### config.mk
export PLATFORM = sky130hd
export DESIGN_NAME = dfb_front
export DESIGN_NICKNAME = d
export VERILOG_FILES = /design/src/hw/rtl/dfb_pkg.sv /design/src/hw/rtl/dfb_fifo.sv /design/src/hw/rtl/dfb_front.sv
export SDC_FILE = /design/constraint.sdc
export NUM_CORES = 1
export LEC_CHECK = 0
export BUFFER_PORTS_ARGS = -buffer_cell sky130_fd_sc_hd__buf_2
export CAP_MARGIN = 10
export CELL_PAD_IN_SITES_DETAIL_PLACEMENT = 0
export CELL_PAD_IN_SITES_GLOBAL_PLACEMENT = 1
export CORE_MARGIN = 1
export CORE_UTILIZATION = 30
export CTS_CLUSTER_DIAMETER = 60
export DETAILED_ROUTE_END_ITERATION = 8
export PLACE_DENSITY_LB_ADDON = 0.1
export SLEW_MARGIN = 20
export SYNTH_ARGS = -nofsm -noshare
export SYNTH_HDL_FRONTEND = slang
export SYNTH_SLANG_ARGS = --single-unit
### constraint.sdc
create_clock -name i_clk -period 5 [get_ports i_clk]
set_clock_uncertainty 0.1 [all_clocks]
set_input_delay 0.5 -clock i_clk [delete_from_list [all_inputs] [get_ports i_clk]]
set_output_delay 0.5 -clock i_clk [all_outputs]
set_load 0.02 [all_outputs]
### src/hw/rtl/dfb_pkg.sv
`timescale 1ns / 1ps
// ============================================================================
// dfb_pkg
// Shared types and constants of the page framebuffer draw unit: request
// codes, draw modes, the queued command and the result record.
// ============================================================================
package dfb_pkg;

    localparam int DEF_SCREEN_WIDTH  = 128;
    localparam int DEF_SCREEN_HEIGHT = 64;
    localparam int CMD_DEPTH         = 2;
    localparam int RES_DEPTH         = 2;

    localparam logic [2:0] REQ_PIXEL = 3'd0;
    localparam logic [2:0] REQ_HLINE = 3'd1;
    localparam logic [2:0] REQ_VLINE = 3'd2;
    localparam logic [2:0] REQ_RECT  = 3'd3;
    localparam logic [2:0] REQ_FILL  = 3'd4;
    localparam logic [2:0] REQ_CLEAR = 3'd5;
    localparam logic [2:0] REQ_READ  = 3'd6;

    localparam logic [1:0] MODE_CLR = 2'd0;
    localparam logic [1:0] MODE_SET = 2'd1;
    localparam logic [1:0] MODE_XOR = 2'd2;

    typedef struct packed {
        logic [2:0] req;
        logic [7:0] x;
        logic [7:0] y;
        logic [8:0] x_end;
        logic [8:0] y_end;
        logic [7:0] rows;
        logic [1:0] mode;
    } t_cmd;

    typedef struct packed {
        logic [7:0] read_data;
        logic [2:0] done_type;
    } t_res;

endpackage

### src/hw/rtl/dfb_fifo.sv
`timescale 1ns / 1ps
// ============================================================================
// dfb_fifo
// Small first-in first-out queue with registered storage and full/empty flags.
// ============================================================================
module dfb_fifo
    import dfb_pkg::*;
#(
    parameter int DW    = 8,
    parameter int DEPTH = CMD_DEPTH
) (
    input  logic          i_clk,
    input  logic          i_rst_n,
    input  logic          i_push,
    input  logic [DW-1:0] i_data,
    output logic          o_full,
    input  logic          i_pop,
    output logic [DW-1:0] o_data,
    output logic          o_empty
);

    localparam int IW = (DEPTH > 1) ? $clog2(DEPTH) : 1;
    localparam int CW = $clog2(DEPTH + 1);

    logic [DW-1:0] r_data [DEPTH];
    logic [IW-1:0] r_wp;
    logic [IW-1:0] r_rp;
    logic [CW-1:0] r_cnt;
    logic          do_push;
    logic          do_pop;

    assign o_full  = (r_cnt == CW'(DEPTH));
    assign o_empty = (r_cnt == '0);
    assign o_data  = r_data[r_rp];
    assign do_push = i_push && !o_full;
    assign do_pop  = i_pop && !o_empty;

    always_ff @(posedge i_clk) begin
        if (do_push) begin
            r_data[r_wp] <= i_data;
        end
    end

    always_ff @(posedge i_clk) begin
        if (!i_rst_n) begin
            r_wp  <= '0;
            r_rp  <= '0;
            r_cnt <= '0;
        end else begin
            if (do_push) begin
                r_wp <= (r_wp == IW'(DEPTH - 1)) ? '0 : r_wp + 1'b1;
            end
            if (do_pop) begin
                r_rp <= (r_rp == IW'(DEPTH - 1)) ? '0 : r_rp + 1'b1;
            end
            if (do_push && !do_pop) begin
                r_cnt <= r_cnt + 1'b1;
            end else if (do_pop && !do_push) begin
                r_cnt <= r_cnt - 1'b1;
            end
        end
    end

endmodule

### src/hw/rtl/dfb_front.sv
`timescale 1ns / 1ps
// ============================================================================
// dfb_front
// Request intake: classifies each request (end coordinates, effective draw
// mode) and queues it as a command for the drawing engine.
// ============================================================================
module dfb_front
    import dfb_pkg::*;
(
    input  logic       i_clk,
    input  logic       i_rst_n,
    input  logic       i_push,
    output logic       o_full,
    input  logic       i_hold,
    input  logic [2:0] i_req_type,
    input  logic [7:0] i_x_pos,
    input  logic [7:0] i_y_pos,
    input  logic [7:0] i_width,
    input  logic [7:0] i_height,
    input  logic [1:0] i_draw_mode,
    output t_cmd       o_cmd,
    output logic       o_cmd_empty,
    input  logic       i_cmd_pop
);

    t_cmd                   cmd;
    logic                   q_full;
    logic [$bits(t_cmd)-1:0] q_data;

    always_comb begin
        cmd.req   = i_req_type;
        cmd.x     = i_x_pos;
        cmd.y     = i_y_pos;
        cmd.x_end = {1'b0, i_x_pos} + {1'b0, i_width};
        cmd.y_end = {1'b0, i_y_pos} + {1'b0, i_height};
        cmd.rows  = i_height;
        if (i_req_type == REQ_PIXEL) begin
            cmd.mode = i_draw_mode;
        end else begin
            cmd.mode = (i_draw_mode != MODE_CLR) ? MODE_SET : MODE_CLR;
        end
    end

    assign o_full = q_full || i_hold;
    assign o_cmd  = t_cmd'(q_data);

    dfb_fifo #(
        .DW    ($bits(t_cmd)),
        .DEPTH (CMD_DEPTH)
    ) u_cmd_q (
        .i_clk   (i_clk),
        .i_rst_n (i_rst_n),
        .i_push  (i_push && !o_full),
        .i_data  (cmd),
        .o_full  (q_full),
        .i_pop   (i_cmd_pop),
        .o_data  (q_data),
        .o_empty (o_cmd_empty)
    );

endmodule

Word level (Yosys, flattened, before mapping)
Memory sizes are Yosys's and may differ from the RTL's. A register that Yosys moved wholly into a read port is not among the register bits.
Cells that the tools add are included.
{ "word_totals": {"reg_bits": 4, "mem_bits_rw": 94, "input_bits": 42, "out_inout_bits": 49, "elab_cells": 36, "mem_count": 1} }
{ "op_classes": {"addsub": 6, "eq_ne": 1, "n_mux": 10, "reduce_logical": 15} }
{ "mem_list": {"columns": ["name", "depth", "word_bits", "rd", "rd_clocked_by_memory_dff", "write_ports", "line", "rtl"], "rows": [
  ["u_cmd_q.r_data", 2, 47, 1, 1, 1, "dfb_fifo.sv:25", "logic [DW-1:0] r_data [DEPTH];"]
]} }
{ "ops": {"columns": ["op", "n"], "rows": [
  ["8-bit by 8-bit adder with 9-bit output", 2],
  ["1-bit two-way mux", 7],
  ["2-bit two-way mux", 3],
  ["1-bit logical AND", 5],
  ["1-bit logical NOT", 5],
  ["2-bit nonzero test", 2],
  ["3-bit logical NOT", 1],
  ["1-bit adder (second input constant)", 2],
  ["2-bit by 1-bit adder with 2-bit output (second input constant)", 1],
  ["2-bit == test (second input constant)", 1],
  ["2-bit logical NOT", 1],
  ["2-bit by 1-bit subtractor with 2-bit output (second input constant)", 1],
  ["1-bit logical OR", 1]
]} }

Logic depth before layout (Yosys ltp)
{ "logic_depth": {"ltp_word": 9, "mapped_depth": 7, "mapped_depth_nobuf": 7} }

Modules after synthesis
From an unflattened synthesis, not the netlist that was laid out.
{ "hier_totals": {"cells_unflattened": 255, "hier_area_um2": 4294.1} }
{ "modules_own_cells": {"columns": ["module", "n_inst", "cells_each", "area_each_um2", "seq_area_each_um2"], "rows": [
  ["dfb_fifo", 1, 171, 3629.7, 2922.8],
  ["dfb_front", 1, 84, 664.4, 0.0]
]} }

Least setup slack after synthesis
Ideal clock, no wire load.
{ "synth_path": {"path_kind": "input to register", "startpoint": "input port i_hold", "endpoint": "memory u_cmd_q.r_data[1][0] in the netlist's numbering, enable pin", "t_arrival_ns": 1.435, "t_required_ns": 4.517, "slack_ns": 3.081, "path_stages": 2, "n_path_buf": 0, "path_cell_list": "a211oi_4 and2_2"} }
{ "synth_between": {"elab_chain_cells": 6} }
{ "synth_rtl": {"columns": ["element", "line", "rtl"], "rows": [
  ["from (decl)", "dfb_front.sv:14", "input logic i_hold,"],
  ["1-bit logical OR", "dfb_front.sv:44", "assign o_full = q_full || i_hold;"],
  ["1-bit logical NOT", "dfb_front.sv:53", ".i_push (i_push && !o_full),"],
  ["1-bit logical AND", "dfb_front.sv:53", null],
  ["1-bit logical AND", "dfb_fifo.sv:35", "assign do_push = i_push && !o_full;"],
  ["1-bit two-way mux", "dfb_fifo.sv:39", "if (do_push) begin"],
  ["1-bit two-way mux (implied by the code)", "dfb_fifo.sv:40", "r_data[r_wp] <= i_data;"],
  ["to (decl)", "dfb_fifo.sv:25", null]
]} }
Every way passes these cells.

==> out/summary.txt <==
outcome: finished clean
CTS Root Cell: clkbuf_16
fin nets: 422
Crit path largest cell delay: 0.56 ns
CTS resizes: 0
Seq/Total Area, Yosys: 68.1%
Post-DRT Antenna Nets: 0
Worst R2R Start: u_cmd_q.r_cnt[0]$_SDFFE_PN0P_
TritonCTS clock tree: yes
share of cells above drive strength 1: 42.9%
crit path DAT: 2.00 ns
CP Launch Type: flip-flop
highest-delay cell along the critical path: dfxtp_2
CP max FO: 33
Setup crit end kind: primary output
crit path cell chain: buf_4 -> mux2_2 -> buf_2
worst rel slew slack: 54.2%
worst hold stages: 1
die height: 122 um
number of remaining DRC errors: 0
# placed instances: 530
worst r2r dst: u_cmd_q.r_data[1][23]$_DFFE_PP_
min Tclk post-route: 2.60 ns
CTS max path bufs: 2
Hold Crit Start: i_x_pos[3]
largest net degree at the start of global routing: 49
Final Hold Viols: 0
Hold/Removal Path Class: in2reg
starting density of the core: 30.8%
CTS clk-pin slew, worst paths: 0.06 ns
first-pass iteration count of the detailed router: 4
Post-CTS Setup Inserts: 0
PD cells: 449 nW/um^2
R2R depth: 4
Tot GR Track Use: 11.9%
maximum clock frequency: 385 MHz
Peak VDD IR: 0.141 mV
RSZ-0062 raised after global routing: false
Max Slew Vio Count: 0
Syn Inst Count: 262
area post-placement: 4970 um^2
Max-Cap Viols: 0
Synth area leaders: edfxtp_1 66%, mux2_2 12%, ha_1 5.0%, dfxtp_1 2.3%, xnor2_1 1.6%
required time of the worst setup path: 4.40 ns
Buf/Inv on CP: 2
Yosys reg bits: 99
vias in the first global route: 2,458
Hold EP: u_cmd_q.r_data[1][39]$_DFFE_PP_
row count: 43
clock buffer count from CTS: 9
CTS sink count: 99
final setup violating endpoints: 0
# IOs: 91
Hold WS: 0.264 ns
Yosys top cell area share: 65.8%
DR vias/cell: 4.51
cts hold-fix bufs: 0
Post-Layout Cell Count: 546
WL final: 8190 um
DR iter-0 viols: 100
GP Congestion: 0.674
Yosys Warn Count: 0
DR vias: 2,463
fin crit share: 51.9%
Pwr Total: 2.35 mW
detailed placement HPWL: 5540 um
Top delay family on crit path: buffers and inverters
leakage power: 1.95 nW
grt ovf: 0
number of buffers added on ports: 90
post-route design area: 5240 um^2
first-pass GRT wire length: 12,600 um
diodes inserted: 0
area of the die: 14,800 um^2
post-synthesis net count: 323
H-tree levels: 3
fill count: 1,373
WL/cell: 15.0 um
Final TNS setup: 0 ns
Chip Width: 122 um
P&R area growth vs syn: 22.0%
Syn Std Cell Area: 4290 um^2
leading area contributor after synthesis: edfxtp_1
critical path class: reg2out
core area: 13,900 um^2
Netlist cell types: 34
Worst-Margin Slew: 0.687 ns
Syn Area/Cell: 16.4 um^2
R2R setup slack: 2.97 ns
initial antenna violation count: 0
Worst-Skew Late Latency: 0.34 ns
-- flip-flops by register name, summed over array words and instances, names as in the netlist, named ones only --
register / cells
u_cmd_q.r_wp: 1
u_cmd_q.r_data: 94
u_cmd_q.r_rp: 1
u_cmd_q.r_cnt: 2
-- cells in the final DEF (no fill, tap or decap), types with 6 or more instances in the layout --
master     synthesis  routed
a21oi_1           12      12
buf_2              5      90
clkbuf_16          0       9
edfxtp_1          94      94
ha_1              17      17
inv_1             12      12
mux2_2            47      47
nor2_1             6       6
o21ai_0            7       7
xnor2_1            8       8
-- cell families after synthesis --
group           share of synthesized area (%)
compound gates                           5.74
buf+inv                                  1.72
fa+ha+maj                                5.89
xor+xnor                                 2.25
simple gates                             3.96
flops                                    68.1
mux                                      12.3
-- cell usage after synthesis (all sizes together) --
master / n
a211oi: 1
a21boi: 1
a21o: 3
a21oi: 12
a2bb2oi: 1
a311o: 2
and2: 4
and2b: 1
buf: 5
dfxtp: 5
edfxtp: 94
fa: 2
ha: 17
inv: 13
mux2: 47
nand2: 4
nand2b: 1
nand3: 3
nand4: 1
nor2: 6
nor2b: 4
nor3: 4
nor4: 2
o211ai: 2
o21a: 4
o21ai: 7
o21bai: 1
o221a: 1
o31a: 1
or3: 2
xnor2: 8
xor2: 3
-- power by group --
part | internal [mW] | switching [mW]
Clock | 0.365 | 0.267
Sequential | 1.00 | 0.0458
Combinational | 0.285 | 0.385
Total | 1.66 | 0.698
-- routing by layer --
layer  global-route usage, %  routed length, um
met1                    14.5               3670
met2                    18.9               3890
met3                    3.23                442
met4                    6.71                189
met5                       0                  0
-- metrics by stage --
stage	util (%)	setup slack (ns)
2_1_floorplan	-	3.08
3_3_place_gp	35.6	2.70
3_5_place_dp	35.6	2.69
4_1_cts	37.6	2.31
5_1_grt	37.6	2.26
6_report	37.6	2.40
-- how the worst max path moves through the flow --
| stage | start | to | cells past startpoint | slack, ns |
|---|---|---|---|---|
| 2_1_floorplan | i_hold | u_cmd_q.r_data[1][0]$_DFFE_PP_ | 2 | 3.08 |
| 3_3_place_gp | flip-flop | o_cmd[17] | 3 | 2.70 |
| 3_5_place_dp | flip-flop | o_cmd[17] | 3 | 2.69 |
| 4_1_cts | flip-flop | o_cmd[17] | 3 | 2.31 |
| 5_1_grt | flip-flop | o_cmd[17] | 3 | 2.26 |
| 6_report | flip-flop | o_cmd[17] | 3 | 2.40 |
-- area by class of cell --
class	instances	area (um^2)	area share [%]
flip-flops and latches	99	2920	55.8
repair buffers	93	473	9.03
clock buffers	16	272	5.18
well taps	180	225	4.30
inverters	13	48.8	0.932
multi-input cells	145	1290	24.7
No activity file was read; power rests on OpenSTA's default activity.
