## src/hw/rtl/dfb_pkg.sv

```systemverilog
`timescale 1ns / 1ps
// ============================================================================
// dfb_pkg
// Shared types and constants of the page framebuffer draw unit: request
// codes, draw modes, the queued command and the result record.
// ============================================================================
package dfb_pkg;

    localparam int DEF_SCREEN_WIDTH  = 128;
    localparam int DEF_SCREEN_HEIGHT = 64;
    localparam int CMD_DEPTH         = 2;
    localparam int RES_DEPTH         = 2;

    localparam logic [2:0] REQ_PIXEL = 3'd0;
    localparam logic [2:0] REQ_HLINE = 3'd1;
    localparam logic [2:0] REQ_VLINE = 3'd2;
    localparam logic [2:0] REQ_RECT  = 3'd3;
    localparam logic [2:0] REQ_FILL  = 3'd4;
    localparam logic [2:0] REQ_CLEAR = 3'd5;
    localparam logic [2:0] REQ_READ  = 3'd6;

    localparam logic [1:0] MODE_CLR = 2'd0;
    localparam logic [1:0] MODE_SET = 2'd1;
    localparam logic [1:0] MODE_XOR = 2'd2;

    typedef struct packed {
        logic [2:0] req;
        logic [7:0] x;
        logic [7:0] y;
        logic [8:0] x_end;
        logic [8:0] y_end;
        logic [7:0] rows;
        logic [1:0] mode;
    } t_cmd;

    typedef struct packed {
        logic [7:0] read_data;
        logic [2:0] done_type;
    } t_res;

endpackage

```

## src/hw/rtl/dfb_fifo.sv

```systemverilog
`timescale 1ns / 1ps
// ============================================================================
// dfb_fifo
// Small first-in first-out queue with registered storage and full/empty flags.
// ============================================================================
module dfb_fifo
    import dfb_pkg::*;
#(
    parameter int DW    = 8,
    parameter int DEPTH = CMD_DEPTH
) (
    input  logic          i_clk,
    input  logic          i_rst_n,
    input  logic          i_push,
    input  logic [DW-1:0] i_data,
    output logic          o_full,
    input  logic          i_pop,
    output logic [DW-1:0] o_data,
    output logic          o_empty
);

    localparam int IW = (DEPTH > 1) ? $clog2(DEPTH) : 1;
    localparam int CW = $clog2(DEPTH + 1);

    logic [DW-1:0] r_data [DEPTH];
    logic [IW-1:0] r_wp;
    logic [IW-1:0] r_rp;
    logic [CW-1:0] r_cnt;
    logic          do_push;
    logic          do_pop;

    assign o_full  = (r_cnt == CW'(DEPTH));
    assign o_empty = (r_cnt == '0);
    assign o_data  = r_data[r_rp];
    assign do_push = i_push && !o_full;
    assign do_pop  = i_pop && !o_empty;

    always_ff @(posedge i_clk) begin
        if (do_push) begin
            r_data[r_wp] <= i_data;
        end
    end

    always_ff @(posedge i_clk) begin
        if (!i_rst_n) begin
            r_wp  <= '0;
            r_rp  <= '0;
            r_cnt <= '0;
        end else begin
            if (do_push) begin
                r_wp <= (r_wp == IW'(DEPTH - 1)) ? '0 : r_wp + 1'b1;
            end
            if (do_pop) begin
                r_rp <= (r_rp == IW'(DEPTH - 1)) ? '0 : r_rp + 1'b1;
            end
            if (do_push && !do_pop) begin
                r_cnt <= r_cnt + 1'b1;
            end else if (do_pop && !do_push) begin
                r_cnt <= r_cnt - 1'b1;
            end
        end
    end

endmodule

```

## config.mk

```make
export PLATFORM = sky130hd
export DESIGN_NAME = dfb_fifo
export DESIGN_NICKNAME = d
export VERILOG_FILES = /design/src/hw/rtl/dfb_pkg.sv /design/src/hw/rtl/dfb_fifo.sv
export SDC_FILE = /design/constraint.sdc
export NUM_CORES = 1
export LEC_CHECK = 0
export CAP_MARGIN = 20
export CORE_AREA = 5 5 42 44
export CTS_BUF_LIST = sky130_fd_sc_hd__clkbuf_4 sky130_fd_sc_hd__clkbuf_8
export CTS_CLUSTER_SIZE = 24
export DETAILED_ROUTE_END_ITERATION = 16
export DIE_AREA = 0 0 47 49
export DONT_BUFFER_PORTS = 1
export PLACE_DENSITY = 0.79
export SKIP_CTS_REPAIR_TIMING = 1
export SLEW_MARGIN = 20
export SYNTH_ARGS = -nofsm -noshare
export SYNTH_HDL_FRONTEND = slang
export SYNTH_SLANG_ARGS = --single-unit
```

## constraint.sdc

```tcl
create_clock -name i_clk -period 2 [get_ports i_clk]
set_clock_uncertainty 0.05 [all_clocks]
set_input_delay 0.1 -clock i_clk [delete_from_list [all_inputs] [get_ports i_clk]]
set_output_delay 0.1 -clock i_clk [all_outputs]
set_load 0.02 [all_outputs]
```

[Yosys cells after proc, flatten, opt, wreduce, memory -nomap -nowiden]
Memories as Yosys holds them, arrays and structs flattened. A register that Yosys moved wholly into a read port is not among the register bits.
Cells that the tools add are included.
Storage, ports and cells
  bits in read-only memories: 0
  bits in latches: 0
  memories: 1
  memory bits (writable): 16
  register bits: 4
  bits of input ports: 12
  logic and storage cells: 27
  output and inout bits: 10
Cells by class
  add/subtract/negate cells: 4
  $mul: 0
  $lt $le $gt $ge: 0
  shift operators: 0
  reductions and logical operators: 10
  divide/modulo/power cells: 0
  equality and inequality tests: 1
  mux-type cells: 8
  bitwise gates (word level): 0
Memories
  r_data: depth 2, width 8, read ports 1, clocked after memory_dff 1, write ports 1, RTL line dfb_fifo.sv:25  | logic [DW-1:0] r_data [DEPTH];
Operators with widths (number)
  1-bit two-way mux: 6
  1-bit logical AND: 4
  1-bit logical NOT: 4
  2-bit two-way mux: 2
  1-bit adder, second input constant: 2
  2-bit by 1-bit adder with 2-bit output, second input constant: 1
  2-bit equality test, second input constant: 1
  2-bit logical NOT: 1
  2-bit nonzero test: 1
  2-bit by 1-bit subtractor with 2-bit output, second input constant: 1

[Depth between registers and ports, before layout]
Gate-level depths: netlist of the first run.
  depth after elaboration: 7
  mapped depth: 7
  gate-level depth less buffers: 7

[Worst setup path before layout of the first run]
No wires, ideal clock.
  kind: flip-flop to flip-flop
  start: reg r_cnt[0]
  end: reg r_cnt[1]
  data required time: 1.880 ns
  data arrival time: 1.444 ns
  stages on the path, launching flop included: 7
  period minus slack after synthesis: 1.564 ns
  slack: 0.436 ns
  buffers on the path: 0
  library setup time: 0.070 ns
  cells stage by stage: dfxtp_1 nand2b_1 inv_2 nor2_1 ha_1 or3_1 a21boi_1
Between the ends
  longest elaborated chain between the ends: 6
  elaborated cells between the ends (all ways): 15
  those cells by class: add/sub: 2; eq/ne: 1; mux: 2; reduce/logical: 10
Ends and longest elaborated chain
  from (decl): RTL line dfb_fifo.sv:28  | logic [CW-1:0] r_cnt;
  from (signal assigned): RTL line dfb_fifo.sv:57  | r_cnt <= r_cnt + 1'b1;
  from (signal assigned): RTL line dfb_fifo.sv:59  | r_cnt <= r_cnt - 1'b1;
  2-bit equality test *: RTL line dfb_fifo.sv:32  | assign o_full = (r_cnt == CW'(DEPTH));
  named net o_full: RTL line dfb_fifo.sv:16  | output logic o_full,
  1-bit logical NOT *: RTL line dfb_fifo.sv:35  | assign do_push = i_push && !o_full;
  1-bit logical AND *: RTL line dfb_fifo.sv:35
  1-bit logical NOT: RTL line dfb_fifo.sv:58  | end else if (do_pop && !do_push) begin
  1-bit logical AND: RTL line dfb_fifo.sv:58
  2-bit nonzero test (no line)
Mark *: on every way through the listed nets, which the timed path passes. The rest lies on a longest branch. The select of a mux whose other input is x is not followed.
A chain may end at the register's enable or synchronous reset.

[Final worst setup path of the first run]
Ends and elaborated chain as after synthesis.

==> results of run 1 <==
[how the worst min path moves through the flow]
stage / slack, ns / to / from / cells after the start
2_1_floorplan: 0.15 / r_data[0][0] / i_data[0] / 0
3_3_place_gp: 0.15 / r_data[0][2] / i_data[2] / 0
3_5_place_dp: 0.15 / r_data[1][5] / i_data[5] / 0
4_1_cts: -0.17 / r_data[1][4] / i_data[4] / 0
5_1_grt: 0.02 / r_wp / i_push / 2
6_report: 0.006 / r_wp / i_push / 2
[through the flow]
stage	utilization [%]	hold slack, ns	setup slack (ns)	power, mW
finish	67.77	0.006445	0.2932	1.187
global route	67.77	0.01904	0.1656	1.258
CTS	61.34	-0.1704	0.3060	1.175
detailed placement	59.38	0.1490	0.3446	0.9813
global placement	59.38	0.1490	0.3933	0.9719
floorplan	-	0.1489	0.4362	0.9289
[synthesized netlist by cell type, drive strengths merged]
cell type  number
a21boi          2
and2            3
and3            1
buf             1
dfxtp           5
edfxtp         16
ha              1
inv             2
mux2            8
nand2b          1
nor2            2
nor3            1
o21a            1
o21ai           2
or3             1
xnor2           2
xor2            1
[layer usage]
layer	up-vias	wire length, um
met1	202	451
met3	4	85
met5	-	0
li1	211	-
met4	0	50
met2	12	674
[sequential cells by signal, indices dropped and copies added, names as in the netlist, named ones only]
signal / cells
r_cnt: 2
r_data: 16
r_rp: 1
r_wp: 1
[logic make-up (layout without fill, tap and decap cells)]
group	count (synthesis)	in the layout	share of synthesized area [%]
flops	21	21	71.72
simple gates	9	9	6.803
mux	8	8	11.13
compound gates	5	5	4.018
xor+xnor	3	3	3.246
buf+inv	3	16	1.544
fa+ha+maj	1	1	1.545
[where the power goes]
| part | leakage (nW) | internal (mW) | total (mW) | switching (mW) |
|---|---|---|---|---|
| Combinational | 0.132 | 0.156 | 0.373 | 0.217 |
| Sequential | 0.191 | 0.556 | 0.616 | 0.0595 |
| Clock | 0.0177 | 0.0746 | 0.198 | 0.124 |
| Total | 0.341 | 0.787 | 1.19 | 0.400 |
[critical path: stages (launching register included)]
cell	delay [ns]
dfxtp_1	0.45
nand2b_1	0.19
inv_2	0.10
nor2_1	0.10
ha_1	0.26
or3_1	0.35
a21boi_1	0.14
[final cells by class]
cell class	instances	share of cell area (%)
sequential	21	61.13
multi-input combinational	26	22.79
timing repair buffer	10	10.28
clock buffer	3	2.372
tap	16	2.108
inverter	2	0.7905
clock inverter	1	0.5270
==> flow_summary.toml, run 1 <==
[outcome]
status = "complete, no violations"

[clocking]
root_buffer = "clkbuf_4"
clockBufferDepth = 2
clkTransAtPathRegs_ns = 0.11
numCtsBuffers = 3
cts_tree = "built"
clk_latency_ns = 0.30
h-tree-depth = 1
clkSinkCount = 21

[final_layout]
final_common_cell = "edfxtp_1"
n_fill_cell = 120
layout-drive-gt1-share_pct = 23.81
design_area_um2 = 949.7
area_growth_pct = 17.31
layout_common_cells = "16 x edfxtp_1, 9 x dlygate4sd3_1, 8 x mux2_2"
fin_nets = 77
multi_input_area_um2 = 216.5
diodes = 0
fin_cells = 79
final-seq-area_um2 = 580.6

[die]
row_count = 14
die_height_um = 49
dieArea_um2 = 2303
initial_utilization_pct = 57.77
ios = 22
die_w_um = 47
fp.coreArea_um2 = 1401

[yosys]
yosys_warnings = 0
ys_seq_area_share_pct = 71.72
syn_area_per_cell_um2 = 16.19
synth_top_area_cell = "edfxtp_1"
synth_fp_nets = 63
ys_ff_latch = 21
synth_cell_type_count = 20
synth_cells = 50
synth_top_area_share_pct = 59.35
synth_top_cells_by_area = "edfxtp_1 59%, dfxtp_1 12%, mux2_2 11%"
synth_area_um2 = 809.5

[setup_path]
critPathCapture = "r_cnt[1]"
cp.required_ns = 2.19
start_kind = "flop"
worstReg2RegStart = "r_cnt[0]"
end_kind = "flop"
reg2reg_to = "r_cnt[1]"
cp-startpoint = "r_cnt[0]"
critPathMaxFanout = 5
crit_type = "reg -> reg"
r2r_cells = 6
reg2reg_slack_ns = 0.29
arrival_ns = 1.90

[placed_design]
dp_hpwl_um = 803
io_buffer_count = 0
placedCellCount = 66
gp_congestion = 0.6513
dpl_cell_area_um2 = 832.0

[global_route]
grt_busiest_layer = "met2"
overflow = 0
grt_usage_pct = 11.44
met1_usage_pct = 10.34
antenna_found_initial = 0
grt_pass1_wl_um = 1773
grt_use_met3_pct = 5.166
grt_pass1_vias = 405
grt_max_degree = 13
grt_use_met2_pct = 18.10

[run]
maxCapViolCount = 0

[timing]
timing.setup.tns_ns = 0
slew-limit-headroom_pct = 75.02
final-hold-violation-count = 0
fmax_mhz = 585.9
drv_slew = 0
worst_pin_slew_ns = 0.3733
min_period_ns = 1.707
final-setup-viol-count = 0
grt_setup_unrepaired = "no"
period_share_pct = 85.34

[detailed_routing]
wl_per_cell_um = 15.96
drc = 0
dr_total_vias = 429
via_per_inst = 5.430
antenna_left = 0
first_pass_iters = 4
dr.first_iter.drc_count = 10
drt_wl_total_um = 1261

[power_and_ir_drop]
peakVddDrop_mv = 0.7530
powerDensity_nw_per_um2 = 1250
p_leak_nw = 0.3409

[min_path]
hp-class = "in -> reg"
(Power assumes the default switching activity.)
==> run 2: changes to the inputs <==
--- a/config.mk
+++ b/config.mk
@@ -5,14 +5,15 @@
 export SDC_FILE = /design/constraint.sdc
 export NUM_CORES = 1
 export LEC_CHECK = 0
+export ABC_AREA = 1
 export CAP_MARGIN = 20
-export CORE_AREA = 5 5 42 44
+export CORE_MARGIN = 5
+export CORE_UTILIZATION = 63
 export CTS_BUF_LIST = sky130_fd_sc_hd__clkbuf_4 sky130_fd_sc_hd__clkbuf_8
 export CTS_CLUSTER_SIZE = 24
 export DETAILED_ROUTE_END_ITERATION = 16
-export DIE_AREA = 0 0 47 49
 export DONT_BUFFER_PORTS = 1
-export PLACE_DENSITY = 0.79
+export PLACE_DENSITY = 0.81
 export SKIP_CTS_REPAIR_TIMING = 1
 export SLEW_MARGIN = 20
 export SYNTH_ARGS = -nofsm -noshare
==> flow_summary.toml, run 2 <==
[setup_path]
start_kind = "flop"
cp-startpoint = "r_cnt[0]"
worstReg2RegStart = "r_cnt[0]"
cp.required_ns = 2.19
critPathMaxFanout = 5
end_kind = "flop"
arrival_ns = 1.88
crit_type = "reg -> reg"

[final_layout]
multi_input_area_um2 = 203.9
fin_nets = 91
area_growth_pct = 18.09
final-seq-area_um2 = 580.6
final_common_cell = "edfxtp_1"
n_fill_cell = 80
fin_util_pct = 76.63
layout-drive-gt1-share_pct = 22.08
largest_register = "r_data"
largest_register_ffs = 16
layout_common_cells = "16 x edfxtp_1, 10 x nor2_1, 9 x dlygate4sd3_1"
reg.largest.list = "r_data (16), r_cnt (2)"
diodes = 0
fin_cells = 92
design_area_um2 = 972.2

[power_and_ir_drop]
combPwrFrac_pct = 31.7
p_int_mw = 0.7767
p_leak_nw = 0.3757
p_total_mw = 1.207
peakVddDrop_mv = 0.8307
switchingPower_mw = 0.4302
sequentialPowerShare_pct = 50.9
switching_share_pct = 35.65
powerDensity_nw_per_um2 = 1241
clkPwrFrac_pct = 17.4

[clocking]
clk_latency_ns = 0.29
clkSinkCount = 21
h-tree-depth = 1
cts_tree = "built"
root_buffer = "clkbuf_4"
clockBufferDepth = 2
numCtsBuffers = 3
clkTransAtPathRegs_ns = 0.11

[detailed_routing]
drt_wl_total_um = 1567
dr.first_iter.drc_count = 15
routed.top_layer = "met4"
first_pass_iters = 4
antenna_left = 0
wl_met2_um = 850
wl_per_cell_um = 17.03
wl_met1_um = 588
via_per_inst = 5.435
wl_met3_um = 97
dr_total_vias = 500
drc = 0

[run]
maxCapViolCount = 0

[yosys]
synth_cell_type_count = 15
async_flop_share_pct = 0
ys_ff_latch = 21
netlist_top_cells_count = "16 x edfxtp_1, 10 x nor2_1, 8 x inv_1, 8 x mux2_2, 6 x nand2_1"
synth_top_area_share_pct = 58.36
synth_area_um2 = 823.3
synth_fp_nets = 76
synth-edff-count = 16
synth_cells = 63
synth_top_area_cell = "edfxtp_1"
syn_area_per_cell_um2 = 13.07
ys_seq_area_share_pct = 70.52
synth_top_cells_by_area = "edfxtp_1 58%, dfxtp_1 12%, mux2_2 11%"
yosys.cell_count.top_type = "edfxtp_1"
synthFlopType = "edfxtp_1"
yosys_warnings = 0

[placed_design]
io_buffer_count = 0
placedCellCount = 79
gp_congestion = 0.6785
dpl_cell_area_um2 = 852.1
dp_hpwl_um = 1004

[die]
row_count = 13
dieArea_um2 = 2130
die_height_um = 46.15
fp.coreArea_um2 = 1269
die_w_um = 46.15
ios = 22
initial_utilization_pct = 64.89

[timing]
drv_slew = 0
period_share_pct = 84.91
fmax_mhz = 588.9
timing.setup.tns_ns = 0
grt_setup_unrepaired = "no"
final-setup-viol-count = 0
min_period_ns = 1.698
slew-limit-headroom_pct = 65.68
final-hold-violation-count = 0
worst_pin_slew_ns = 0.5129

[outcome]
status = "complete, no violations"

[global_route]
grt_max_degree = 12
overflow = 0
grt_usage_pct = 14.24
grt_pass1_vias = 445
antenna_found_initial = 0
grt_pass1_wl_um = 2035

[min_path]
hp-class = "in -> reg"
worstHoldStart = "i_push"
## run 2: cell types whose count changed after synthesis, sizes merged, moves of 2 or more
cell    delta
and2       -3
nand2      +6
inv        +7
nor2       +9
a21boi     -2
xnor2      -2
## run 2: path summary, 6_finish.rpt
| kind | cells after the start | end | slack (ns) |
|---|---|---|---|
| worst max-delay path | 9 | r_cnt[1] | 0.30 |
| worst min-delay path | 3 | r_wp | 0.02 |
| worst max register to register | 9 | r_cnt[1] | 0.30 |
| worst min register to register | 2 | flop | 0.49 |
## run 2: metrics by stage
stage / hold slack, ns / setup slack [ns]
final: 0.02080 / 0.3018
after global routing: 0.04964 / 0.1921
after CTS: -0.1583 / 0.3689
after detailed placement: 0.1490 / 0.3916
after global placement: 0.1490 / 0.4479
after floorplan: 0.1489 / 0.5266
## run 2: kinds of logic after synthesis
group | count (synthesis) | synth area share [%]
adders and majority gates | 1 | 1.520
and+or+nand+nor | 19 | 9.423
buffers and inverters | 10 | 4.710
DFF | 21 | 70.52
muxes | 8 | 10.94
AOI/OAI and AO/OA | 4 | 2.887
## run 2: layer usage
metal  track usage, %  vias up
li1                 -      240
met1            15.60      231
met2            23.90       23
met3            4.297        6
met4            8.523        0
met5                0        -
## run 2: critical path, cell delays in order (launching register included)
cell     delay, ns
dfxtp_1       0.38
nor2_1        0.42
nor2_2        0.10
inv_1         0.08
ha_1          0.25
inv_1         0.09
nand3_1       0.09
nand2_1       0.07
inv_1         0.04
nor2_1        0.09
## run 2: power groups by stage
| stage | clock network, mW | logic, mW | registers (mW) |
|---|---|---|---|
| global placement | 0 | 0.343 | 0.616 |
| CTS | 0.207 | 0.358 | 0.611 |
| global route | 0.223 | 0.415 | 0.622 |
| floorplan | 0 | 0.317 | 0.594 |
| finish | 0.210 | 0.383 | 0.614 |
| detailed placement | 0 | 0.355 | 0.620 |
## run 2: cell type report
type | count | area share, %
inverter | 9 | 3.475
clock buffer | 4 | 3.089
timing repair buffer | 11 | 10.81
tap | 15 | 1.931
multi-input combinational | 32 | 20.98
sequential | 21 | 59.72
==> run 3: changes to the inputs <==
==> constraint.sdc (replaced) <==
create_clock -name i_clk -period 1.65 [get_ports i_clk]
set_clock_uncertainty 0.05 [all_clocks]
set_input_delay 0.0825 -clock i_clk [delete_from_list [all_inputs] [get_ports i_clk]]
set_output_delay 0.0825 -clock i_clk [all_outputs]
set_load 0.02 [all_outputs]
==> flow_summary.toml, run 3 (synthesis results as in run 2) <==
[min_path]
hp-class = "in -> reg"
whs_endpoint = "r_wp"
worstHoldStart = "i_push"
hold_depth = 3

[power_and_ir_drop]
peakVddDrop_mv = 1.191
switchingPower_mw = 0.5043
p_leak_nw = 0.3900
combPwrFrac_pct = 33.5
p_total_mw = 1.457
sequentialPowerShare_pct = 50.6
p_int_mw = 0.9527
powerDensity_nw_per_um2 = 1468
clkPwrFrac_pct = 16.0
switching_share_pct = 34.61

[clocking]
root_buffer = "clkbuf_4"
clockBufferDepth = 2
h-tree-depth = 1
cts_tree = "built"
clk_latency_ns = 0.30
clkSinkCount = 21
clkTransAtPathRegs_ns = 0.11
numCtsBuffers = 3

[die]
die_w_um = 46.15
fp.coreArea_um2 = 1269
initial_utilization_pct = 64.89
ios = 22
dieArea_um2 = 2130
row_count = 13
die_height_um = 46.15

[final_layout]
design_area_um2 = 992.2
layout_common_cells = "16 x edfxtp_1, 10 x nor2_1, 9 x dlygate4sd3_1"
fin_util_pct = 78.21
layout-drive-gt1-share_pct = 25.00
largest_register = "r_data"
fin_nets = 94
final_common_cell = "edfxtp_1"
diodes = 0
n_fill_cell = 84
area_growth_pct = 20.52
reg.largest.list = "r_data (16), r_cnt (2)"
fin_cells = 95
final-seq-area_um2 = 580.6
multi_input_area_um2 = 203.9
largest_register_ffs = 16

[global_route]
grt_max_degree = 13
grt_usage_pct = 13.32
grt_pass1_wl_um = 1911
antenna_found_initial = 0
overflow = 0
grt_pass1_vias = 447

[placed_design]
dpl_worst_slack_ns = 0.2078
io_buffer_count = 0
gp_congestion = 0.6802
dp_hpwl_um = 930.3
placedCellCount = 82
dpl_cell_area_um2 = 874.6

[setup_path]
critPathMaxFanout = 4
crit_type = "reg -> reg"
arrival_ns = 1.63
reg2reg_to = "r_cnt[1]"
worstReg2RegStart = "r_cnt[1]"
cp.required_ns = 1.81
r2r_cells = 8
start_kind = "flop"
end_kind = "flop"
reg2reg_slack_ns = 0.18

[timing]
hold_slack_ns = -0.0002428
min_period_ns = 1.469
drv_slew = 0
fmax_mhz = 680.8
slew-limit-headroom_pct = 74.71
period_share_pct = 89.02
setup_ws_ns = 0.1812
worst_pin_slew_ns = 0.3780
grt_setup_unrepaired = "no"
final-setup-viol-count = 0
timing.setup.tns_ns = 0
final-hold-violation-count = 1

[detailed_routing]
dr_total_vias = 499
first_pass_iters = 4
dr.first_iter.drc_count = 4
drt_wl_total_um = 1336
wl_per_cell_um = 14.06
drc = 0
antenna_left = 0
via_per_inst = 5.253

[outcome]
violations = "negative hold slack"
status = "finished with violations"

[run]
maxCapViolCount = 0
==> run 3: worst max-delay path by stage <==
stage          startpoint  endpoint  slack (ns)  depth (start not counted)
2_1_floorplan    r_cnt[0]  r_cnt[1]        0.18                          9
3_3_place_gp     r_cnt[0]  r_cnt[1]        0.24                          9
3_5_place_dp     r_cnt[0]  r_cnt[1]        0.21                          8
4_1_cts          r_cnt[0]  r_cnt[1]        0.19                          9
5_1_grt          r_cnt[1]  r_cnt[1]        0.03                          9
6_report         r_cnt[1]  r_cnt[1]        0.18                          8
==> run 3: power by group through the flow <==
stage / Sequential [mW] / Combinational (mW) / Clock, mW
after detailed placement: 0.750 / 0.466 / 0
after CTS: 0.738 / 0.469 / 0.238
after global placement: 0.745 / 0.454 / 0
after global routing: 0.749 / 0.538 / 0.266
after floorplan: 0.720 / 0.384 / 0
final: 0.737 / 0.488 / 0.233
==> run 3: area by class of cell <==
cell class | instances | share of cell area [%]
clock inverters | 1 | 0.5044
flip-flops and latches | 21 | 58.51
inverters | 9 | 3.405
well taps | 15 | 1.892
clock buffers | 3 | 2.270
repair buffers | 14 | 12.86
multi-input cells | 32 | 20.55
==> run 3: per-layer routing <==
metal  wire length, um  track usage, %  up-vias
li1                  -               -      250
met1               542           15.52      231
met2               664           19.51       13
met3                87           3.906        5
met4                41           11.93        0
met5                 0               0        -
==> run 3: worst max-delay path, cell delays in order, from the launching register on <==
cell and delay, ns:
dfxtp_1 0.37, inv_1 0.09, o21ai_2 0.19, inv_1 0.08, ha_1 0.31, inv_1 0.08
nand4_1 0.10, nand2_1 0.07, nor2_1 0.04
